File: src/design/f32fmod_pkg.sv
package f32fmod_pkg;

    localparam logic [31:0] SIGN_BIT    = 32'h8000_0000;
    localparam logic [30:0] EXP_ALL     = 31'h7F80_0000;
    localparam logic [31:0] QUIET_BIT   = 32'h0040_0000;
    localparam logic [31:0] DEFAULT_NAN = 32'h7FC0_0000;
    localparam int          SIG_W       = 24;
    localparam int          EXP_W       = 8;
    localparam int          BITCNT_W    = $clog2(SIG_W);

    typedef struct packed {
        logic [31:0] dividend_bits;
        logic [31:0] divisor_bits;
    } op_t;

    typedef struct packed {
        logic [31:0] remainder_bits;
        logic        domain_error;
    } res_t;

    // Commands from the controller to the datapath.
    typedef struct packed {
        logic load;
        logic div_step;
        logic red_step;
        logic norm_step;
        logic finish;
    } cmd_t;

    // Status from the datapath to the controller.
    typedef struct packed {
        logic special;
        logic div_last;
        logic steps_zero;
        logic norm_done;
    } sts_t;

endpackage

File: src/design/f32fmod_dp.sv
module f32fmod_dp
    import f32fmod_pkg::*;
(
    input  logic clk,
    input  logic rst_n,
    input  op_t  op,
    input  cmd_t cmd,
    output sts_t sts,
    output res_t res
);

    logic [SIG_W-1:0]    r_reg, r_next;
    logic [SIG_W-1:0]    mx_reg, mx_next;
    logic [SIG_W-1:0]    my_reg, my_next;
    logic [BITCNT_W-1:0] bit_reg, bit_next;
    logic [EXP_W-1:0]    steps_reg, steps_next;
    logic [EXP_W-1:0]    e_reg, e_next;
    logic                sign_reg, sign_next;
    logic                special_reg, special_next;
    logic [31:0]         spec_res_reg, spec_res_next;
    logic                spec_derr_reg, spec_derr_next;
    res_t                res_reg, res_next;

    logic [30:0]      ax, ay;
    logic [EXP_W-1:0] exn, eyn;
    logic [SIG_W:0]   trial;
    logic [SIG_W:0]   diff;
    logic [30:0]      packed_mag;

    // Operand decode and special-case result.
    always_comb
    begin
        ax  = op.dividend_bits[30:0];
        ay  = op.divisor_bits[30:0];
        exn = (ax[30:23] == '0) ? EXP_W'(1) : ax[30:23];
        eyn = (ay[30:23] == '0) ? EXP_W'(1) : ay[30:23];
        spec_derr_next = 1'b0;
        special_next   = 1'b1;
        if (ax > EXP_ALL)
        begin
            spec_res_next = op.dividend_bits | QUIET_BIT;
        end
        else if (ay > EXP_ALL)
        begin
            spec_res_next = op.divisor_bits | QUIET_BIT;
        end
        else if (ax == EXP_ALL || ay == '0)
        begin
            spec_res_next  = DEFAULT_NAN;
            spec_derr_next = 1'b1;
        end
        else if (ax < ay)
        begin
            spec_res_next = op.dividend_bits;
        end
        else
        begin
            spec_res_next = op.dividend_bits;
            special_next  = 1'b0;
        end
    end

    // Shift-subtract step: the new bit is the next dividend bit while
    // dividing, and zero while reducing over the exponent difference.
    always_comb
    begin
        trial = {r_reg, (cmd.div_step ? mx_reg[SIG_W-1] : 1'b0)};
        diff  = trial - {1'b0, my_reg};
    end

    assign packed_mag = {e_reg - EXP_W'(1), 23'b0} + {7'b0, r_reg};

    // Register updates driven by the controller commands.
    always_comb
    begin
        r_next     = r_reg;
        mx_next    = mx_reg;
        my_next    = my_reg;
        bit_next   = bit_reg;
        steps_next = steps_reg;
        e_next     = e_reg;
        sign_next  = sign_reg;
        res_next   = res_reg;
        if (cmd.load)
        begin
            r_next     = '0;
            mx_next    = {(ax[30:23] != '0), ax[22:0]};
            my_next    = {(ay[30:23] != '0), ay[22:0]};
            bit_next   = BITCNT_W'(SIG_W - 1);
            steps_next = exn - eyn;
            e_next     = eyn;
            sign_next  = op.dividend_bits[31];
        end
        if (cmd.div_step || cmd.red_step)
        begin
            r_next = diff[SIG_W] ? trial[SIG_W-1:0] : diff[SIG_W-1:0];
        end
        if (cmd.div_step)
        begin
            mx_next  = {mx_reg[SIG_W-2:0], 1'b0};
            bit_next = bit_reg - BITCNT_W'(1);
        end
        if (cmd.red_step)
        begin
            steps_next = steps_reg - EXP_W'(1);
        end
        if (cmd.norm_step)
        begin
            r_next = {r_reg[SIG_W-2:0], 1'b0};
            e_next = e_reg - EXP_W'(1);
        end
        if (cmd.finish)
        begin
            if (special_reg)
            begin
                res_next.remainder_bits = spec_res_reg;
                res_next.domain_error   = spec_derr_reg;
            end
            else if (r_reg == '0)
            begin
                res_next.remainder_bits = {sign_reg, 31'b0};
                res_next.domain_error   = 1'b0;
            end
            else
            begin
                res_next.remainder_bits = {sign_reg, packed_mag};
                res_next.domain_error   = 1'b0;
            end
        end
    end

    // Payload registers.
    always_ff @(posedge clk)
    begin
        r_reg     <= r_next;
        mx_reg    <= mx_next;
        my_reg    <= my_next;
        bit_reg   <= bit_next;
        steps_reg <= steps_next;
        e_reg     <= e_next;
        sign_reg  <= sign_next;
        res_reg   <= res_next;
        if (cmd.load)
        begin
            spec_res_reg  <= spec_res_next;
            spec_derr_reg <= spec_derr_next;
        end
    end

    // The special flag steers the controller, so it is reset.
    always_ff @(posedge clk or negedge rst_n)
    begin
        if (!rst_n)
        begin
            special_reg <= 1'b0;
        end
        else if (cmd.load)
        begin
            special_reg <= special_next;
        end
    end

    always_comb
    begin
        sts.special    = special_reg;
        sts.div_last   = (bit_reg == '0);
        sts.steps_zero = (steps_reg == '0);
        sts.norm_done  = r_reg[SIG_W-1] || (e_reg <= EXP_W'(1)) || (r_reg == '0);
    end

    assign res = res_reg;

endmodule

File: src/design/f32fmod_ctrl.sv
module f32fmod_ctrl
    import f32fmod_pkg::*;
(
    input  logic clk,
    input  logic rst_n,
    input  logic op_valid,
    output logic op_stall,
    output logic res_valid,
    input  logic res_stall,
    input  sts_t sts,
    output cmd_t cmd
);

    localparam logic [2:0] ST_IDLE = 3'd0;
    localparam logic [2:0] ST_DIV  = 3'd1;
    localparam logic [2:0] ST_RED  = 3'd2;
    localparam logic [2:0] ST_NORM = 3'd3;
    localparam logic [2:0] ST_FIN  = 3'd4;

    logic [2:0] state_reg, state_next;
    logic       valid_reg, valid_next;
    logic       slot_free;

    assign slot_free = !valid_reg || !res_stall;

    // Sequencing of one item: divide, reduce, normalize, write result; special cases skip to the write.
    always_comb
    begin
        state_next = state_reg;
        cmd        = '0;
        valid_next = valid_reg && res_stall;
        case (state_reg)
            ST_IDLE:
            begin
                if (op_valid)
                begin
                    cmd.load   = 1'b1;
                    state_next = ST_DIV;
                end
            end
            ST_DIV:
            begin
                if (sts.special)
                begin
                    state_next = ST_FIN;
                end
                else
                begin
                    cmd.div_step = 1'b1;
                    if (sts.div_last)
                    begin
                        state_next = ST_RED;
                    end
                end
            end
            ST_RED:
            begin
                if (sts.steps_zero)
                begin
                    state_next = ST_NORM;
                end
                else
                begin
                    cmd.red_step = 1'b1;
                end
            end
            ST_NORM:
            begin
                if (sts.norm_done)
                begin
                    state_next = ST_FIN;
                end
                else
                begin
                    cmd.norm_step = 1'b1;
                end
            end
            ST_FIN:
            begin
                if (slot_free)
                begin
                    cmd.finish = 1'b1;
                    valid_next = 1'b1;
                    state_next = ST_IDLE;
                end
            end
            default:
            begin
                state_next = ST_IDLE;
            end
        endcase
    end

    always_ff @(posedge clk or negedge rst_n)
    begin
        if (!rst_n)
        begin
            state_reg <= ST_IDLE;
            valid_reg <= 1'b0;
        end
        else
        begin
            state_reg <= state_next;
            valid_reg <= valid_next;
        end
    end

    assign op_stall  = (state_reg != ST_IDLE);
    assign res_valid = valid_reg;

endmodule

File: src/design/float32_remainder_fmod_top.sv
// Exact binary32 fmod(x, y) with the sign of x, one item at a time. After a beat
// is taken on op, the block runs one restoring shift-subtract per cycle: 24
// steps to reduce the dividend significand by the divisor significand, then
// one step per unit of the exponent difference (up to 253), then up to 23
// steps of normalization, then the write-back. The normalization shift never
// exceeds ey - 1. NaN, infinite, zero-divisor and |x| < |y| cases skip the
// steps and go straight to the write-back. The result sits in an output
// register, so a beat can be taken while the prior result waits.
module float32_remainder_fmod_top
    import f32fmod_pkg::*;
(
    input  logic clk,
    input  logic rst_n,
    input  logic op_valid,
    output logic op_stall,
    input  op_t  op,
    output logic res_valid,
    input  logic res_stall,
    output res_t res
);

    cmd_t cmd;
    sts_t sts;

    f32fmod_ctrl u_ctrl (
        .clk       (clk),
        .rst_n     (rst_n),
        .op_valid  (op_valid),
        .op_stall  (op_stall),
        .res_valid (res_valid),
        .res_stall (res_stall),
        .sts       (sts),
        .cmd       (cmd)
    );

    f32fmod_dp u_dp (
        .clk   (clk),
        .rst_n (rst_n),
        .op    (op),
        .cmd   (cmd),
        .sts   (sts),
        .res   (res)
    );

`ifndef SYNTHESIS
    // A taken beat makes the block busy in the next cycle.
    a_busy_after_accept: assert property (@(posedge clk) disable iff (!rst_n)
        (op_valid && !op_stall) |=> op_stall)
        else $error("input not stalled after accept");

    // A domain error always carries the default NaN.
    a_derr_nan: assert property (@(posedge clk) disable iff (!rst_n)
        (res_valid && res.domain_error) |-> (res.remainder_bits == DEFAULT_NAN))
        else $error("domain error without default NaN");

    // Only one command at a time reaches the datapath.
    a_one_cmd: assert property (@(posedge clk) disable iff (!rst_n)
        $onehot0(cmd))
        else $error("conflicting datapath commands");
`endif

endmodule
File: config.mk
export PLATFORM = sky130hd
export DESIGN_NAME = float32_remainder_fmod_top
export DESIGN_NICKNAME = d
export VERILOG_FILES = /design/src/design/f32fmod_pkg.sv /design/src/design/f32fmod_dp.sv /design/src/design/f32fmod_ctrl.sv /design/src/design/float32_remainder_fmod_top.sv
export SDC_FILE = /design/constraint.sdc
export NUM_CORES = 1
export LEC_CHECK = 0
export BUFFER_PORTS_ARGS = -buffer_cell sky130_fd_sc_hd__buf_2
export CAP_MARGIN = 10
export CORE_ASPECT_RATIO = 1.75
export CORE_MARGIN = 5
export CORE_UTILIZATION = 50
export DETAILED_ROUTE_END_ITERATION = 12
export PLACE_DENSITY = 0.84
export SYNTH_ARGS = -nofsm -noshare
export SYNTH_HDL_FRONTEND = slang
export SYNTH_HIERARCHICAL = 1
export SYNTH_SLANG_ARGS = --single-unit
File: constraint.sdc
create_clock -name clk -period 3.5 [get_ports clk]
set_input_delay 0.35 -clock clk [delete_from_list [all_inputs] [get_ports clk]]
set_output_delay 0.35 -clock clk [all_outputs]
set_load 0.01 [all_outputs]
Word-level counts from Yosys, hierarchy flattened
Cells that the tools add are included.
{ "totals": {"reg_bits": 165, "input_bits": 68, "output_inout_bits": 35, "word_cells": 107} }
{ "op_classes": {"add_sub_neg": 6, "n_lt_le_gt_ge": 4, "eq_ne": 10, "n_mux": 44, "reduce_logical": 26} }
{ "op_table": {"columns": ["operator", "count"], "rows": [
  ["two-way mux 24 bit", 6],
  ["two-way mux 32 bit", 4],
  ["greater-than comparator 31 bit (second input constant)", 2],
  ["two-way mux 8 bit", 6],
  ["two-way mux 33 bit", 1],
  ["adder 31 x 24 -> 31 bit", 1],
  ["equality test 31 bit (second input constant)", 1],
  ["zero test 31 bit", 1],
  ["less-than comparator 31 bit", 1],
  ["subtractor 25 x 24 -> 25 bit", 1],
  ["zero test 24 bit", 1],
  ["zero test 8 bit", 3],
  ["two-way mux 1 bit", 18],
  ["two-way mux 3 bit", 6],
  ["nonzero test 8 bit", 2],
  ["subtractor 8 x 1 -> 8 bit (second input constant)", 2],
  ["one-hot mux 3 bit (5 select lines)", 1],
  ["two-way mux 5 bit", 2],
  ["less-or-equal comparator 8 x 1 -> 1 bit (second input constant)", 1],
  ["nonzero test 2 bit", 4],
  ["subtractor 8 bit", 1],
  ["equality test 3 x 2 -> 1 bit (second input constant)", 2],
  ["inequality test 2 bit (second input constant)", 3],
  ["nonzero test 3 bit", 2],
  ["13 further kinds", 18]
]} }

Longest topological paths before layout
{ "logic_depth": {"ltp_word": 7, "ltp_mapped": 16, "depth_no_buf": 14} }

By module
Netlist, hierarchy kept.
{ "by_module_without_submodules": {"columns": ["mod", "n_inst", "cells_each", "area_per_inst_um2", "seq_area_each_um2"], "rows": [
  ["f32fmod_dp", 1, 895, 9527.9, 4809.6],
  ["f32fmod_ctrl", 1, 28, 254.0, 100.1]
]} }

Least setup slack after synthesis
No wires, ideal clock.
{ "synth_path": {"kind": "flip-flop to flip-flop", "from": "reg u_ctrl.state_reg[0]", "to": "reg u_dp.r_reg[10] (enable)", "setup_ns": 0.380, "arrival_time_ns": 3.411, "t_required_ns": 3.120, "path_slack_ns": -0.291, "stages_incl_launch_ff": 6, "n_path_buf": 1, "synth_period_minus_slack_ns": 3.791, "cell_sequence": "dfrtp_1 > or3_4 > nor2_2 > clkbuf_1 > nor2_1 > nand2_1"} }
{ "synth_rtl": {"columns": ["element", "line", "text"], "rows": [
  ["from (decl)", "f32fmod_ctrl.sv:20", "logic [2:0] state_reg, state_next;"],
  ["from (signal assigned)", "f32fmod_ctrl.sv:103", "state_reg <= state_next;"],
  ["to (signal assigned)", "f32fmod_dp.sv:135", "r_reg <= r_next;"],
  ["to (decl)", "f32fmod_dp.sv:12", "logic [SIG_W-1:0] r_reg, r_next;"]
]} }

==> results.md <==
* Setup slack after layout at 0.2089 ns
* Post-Place Worst Slack at 0.01716 ns
* Cell-internal power at 5.842 mW
* Final count of negative-setup-slack endpoints at 0
* Crit-path cells: nand2b_1 -> nor3_2 -> nand2_1 -> ha_1 -> inv_1 -> fa_1 -> a21o_1 -> a22oi_1 -> a21oi_1 -> buf_4 -> o31ai_2 -> a31oi_1 -> or3_1 -> a32o_1
* Critical R2R Launch: u_ctrl/state_reg[2]
* Die H at 195.0 um
* Dpl cells at 1251
* M1 GR Usage at 0.2517
* Post-route ant nets at 0
* Placeable Area at 19200 um^2
* Met2 Track Usage GR at 0.3845
* PortBufs at 102
* Crit-path max FO at 3
* Drt drc at 0
* P_leak at 4.650 nW
* GPL Wtd Cong at 0.9306
* Top Usage Layer GRT: met2
* Initial drt markers at 604
* First-pass GRT wire length at 37900 um
* Cells after Synth at 923
* 1st-pass router iterations at 5
* Crit path DAT at 3.47 ns
* Crit path launch type: register
* Post-Syn Nets at 1061
* Most used DFF post-synth: edfxtp_1
* DPL Wire Length at 18200 um
* TritonCTS buffer count at 17
* Tmin final at 3.291 ns
* Vias in the first global route at 7519
* Vias at 7682
* CTS tree: yes
* Tcrit/Tclk final at 0.9403
* Slew Limit Fails at 0
* Layout cells sized above 1 at 0.1895
* Vias per cell at 5.974
* Max-Cap Viols at 0
* Finished layout cell area at 11360 um^2
* Critical Path RT at 3.68 ns
* Die Area at 22570 um^2
* Layout Cells excl Fill at 1286
* Post-synth ARST share at 0.03030
* Area after DPL at 10640 um^2
* Clock Power Share at 0.239
* Largest stage delay, worst path at 0.40 ns
* Final TNS setup at 0 ns
* CP Class: reg2reg
* RSZ-0062 raised after global routing: no
* Peak supply drop at 514.1 uV
* CP Capture Type: register
* Max FFs per register at 33
* Switching Fraction at 0.3580
* Sequential share of power at 0.373
* Clock buffer depth at 2
* GR Overflow Total at 0
* Die width at 115.7 um
* Fin Hold WS at 0.1241 ns
* Seq/Total Area, Yosys at 0.5019
* Met3 usage at 0.03221
* Num rows at 67
* Distinct cells, synth at 66
* Worst-path clk slew at 0.06 ns
* PwrDens at 801.1 nW/um^2
* Reg-to-reg endpoint: u_dp/r_reg[22]
* Syn avg cell area at 10.60 um^2
* Filler cells at 1495
* Critical Path Start: u_ctrl/state_reg[2]
* CP endpoint: u_dp/r_reg[22]
* Post-Synthesis Cell Area at 9782 um^2
* Synth Warn # at 6
* # nets final at 1170
* Ports at 103
* Clk Latency, worst-skew pair at 0.43 ns
* Antenna cells at 0
* Fin. Hold Viols at 0
* Worst Tran Pin Value at 1.160 ns
* Total global-route track usage at 0.2164
* H-tree depth at 4
* FF-to-FF path depth at 14
* HP Class: in2reg
* Initial core utilization at 0.5095
* Gate power share at 0.388
* Pin count of the biggest net entering global routing at 73
* Routed len/inst at 18.82 um
* Area Overhead vs Synth at 16.13%
* Clock Sink Count at 165
* CTS root buffer: clkbuf_16
* Slowest cell on crit path: fa_1
* Clk_skew at 0.009672 ns
* Status: completed
* Antenna violations before repair at 0
* Total wire length at 24210 um
* Switch Pwr at 3.258 mW
* F_max at 0.3039 GHz
* Synth Register Bits at 165
* R2R Setup Slk at 0.21 ns
* Slew headroom at 0.2252
* EDFF count, synth at 158
==> metrics by stage <==
step | total power [mW] | utilization
floorplan | 5.838 | -
global placement | 6.784 | 0.5545
detailed placement | 6.899 | 0.5545
CTS | 9.107 | 0.5915
global route | 9.630 | 0.5917
finish | 9.100 | 0.5917
==> cell usage after synthesis (3+ instances only) <==
library cell	number	area (um^2)
o31ai_1	5	37.54
clkbuf_1	32	120.1
nand2_1	101	379.1
inv_1	83	311.6
nor4b_1	3	26.28
nor2_1	53	198.9
nor4_1	24	150.1
dfrtp_1	5	125.1
buf_6	3	33.78
and3_1	8	50.05
a21o_1	11	82.58
a21oi_1	46	230.2
nand2b_1	19	118.9
or3_1	9	56.30
nand3b_1	3	22.52
buf_2	3	15.01
ha_1	68	850.8
nand3_1	16	80.08
mux2i_1	5	50.05
a211oi_1	3	22.52
mux2_2	24	270.3
o21ai_1	5	25.02
edfxtp_1	158	4745
o211ai_1	4	30.03
a31oi_1	7	43.79
nor3_1	13	65.06
nor2b_1	11	68.82
o21a_1	4	30.03
a22o_1	47	411.6
o21ai_0	49	245.2
xor2_1	12	105.1
nand4_1	14	87.58
xnor2_1	25	219.0
a32o_1	4	40.04
==> cells by family (layout without fill, tap and decap cells) <==
family	count (synthesis)	after routing	share of synthesized area
multiplexers	29	29	0.03275
adder cells (fa/ha/maj)	70	70	0.09107
AND/OR/NAND/NOR	290	290	0.1471
XOR/XNOR	37	37	0.03313
buffers and inverters	123	245	0.05027
AO/OA/AOI/OAI	209	209	0.1438
flip-flops	165	165	0.5019
==> power by group through the flow <==
| stage | sequential [mW] | combinational [mW] | clock (mW) |
|---|---|---|---|
| 4_1_cts | 3.39 | 3.52 | 2.20 |
| 3_3_place_gp | 3.40 | 3.38 | 0 |
| 3_5_place_dp | 3.43 | 3.47 | 0 |
| 5_1_grt | 3.45 | 3.89 | 2.29 |
| 2_1_floorplan | 3.36 | 2.48 | 0 |
| 6_report | 3.40 | 3.53 | 2.17 |
==> layout make-up <==
cell class / instances / area, um^2 / share of cell area
inverter: 83 / 311.5 / 0.02743
timing repair buffer: 130 / 735.7 / 0.06477
tap: 241 / 301.5 / 0.02654
clock inverter: 15 / 260.3 / 0.02291
multi-input combinational: 635 / 4415 / 0.3887
sequential: 165 / 4910 / 0.4322
clock buffer: 17 / 425.4 / 0.03745
==> layout by cell type, fill, tap and decap left out, types with 17 or more instances in the layout <==
| master | n |
|---|---|
| nor4_1 | 24 |
| edfxtp_1 | 158 |
| inv_1 | 83 |
| nand2_1 | 101 |
| nand2b_1 | 19 |
| buf_2 | 102 |
| buf_4 | 26 |
| a21oi_1 | 45 |
| xnor2_1 | 25 |
| ha_1 | 68 |
| nor2_1 | 53 |
| o21ai_0 | 49 |
| mux2_2 | 24 |
| a22o_1 | 47 |
| clkbuf_16 | 17 |
==> how the worst min path moves through the flow <==
stage | from | end | slack [ns] | cells after the start
final | op[63] | u_dp/sign_reg | 0.12 | 1
after floorplan | rst_n | u_ctrl/res_valid | 0.05 | 0
after CTS | op[63] | u_dp/sign_reg | 0.11 | 1
after detailed placement | rst_n | u_ctrl/res_valid | 0.17 | 1
after global placement | rst_n | u_ctrl/res_valid | 0.17 | 1
after global routing | op[63] | u_dp/sign_reg | 0.11 | 1
==> critical path: cells and delay by family, from the launching register on <==
| family | cells | cell delay (ns) |
|---|---|---|
| DFF | 1 | 0.35 |
| AOI/OAI and AO/OA | 6 | 1.30 |
| and+or+nand+nor | 4 | 0.62 |
| adders and majority gates | 2 | 0.55 |
| buffers and inverters | 2 | 0.22 |
==> layer usage <==
layer	up-vias	wire [um]	share of wire
li1	3625	-	-
met1	3703	9220	0.38
met2	284	12780	0.53
met3	70	1211	0.050
met4	0	995	0.041
met5	-	0	0
==> repair_timing <==
item,CTS,global route
setup endpoints to repair,1,23
hold endpoints to repair,5,0
gates resized for setup,0,2
setup buffers,2,0
hold buffers,1,0
pin swaps,1,0
Power figures use the tool's default switching activity.
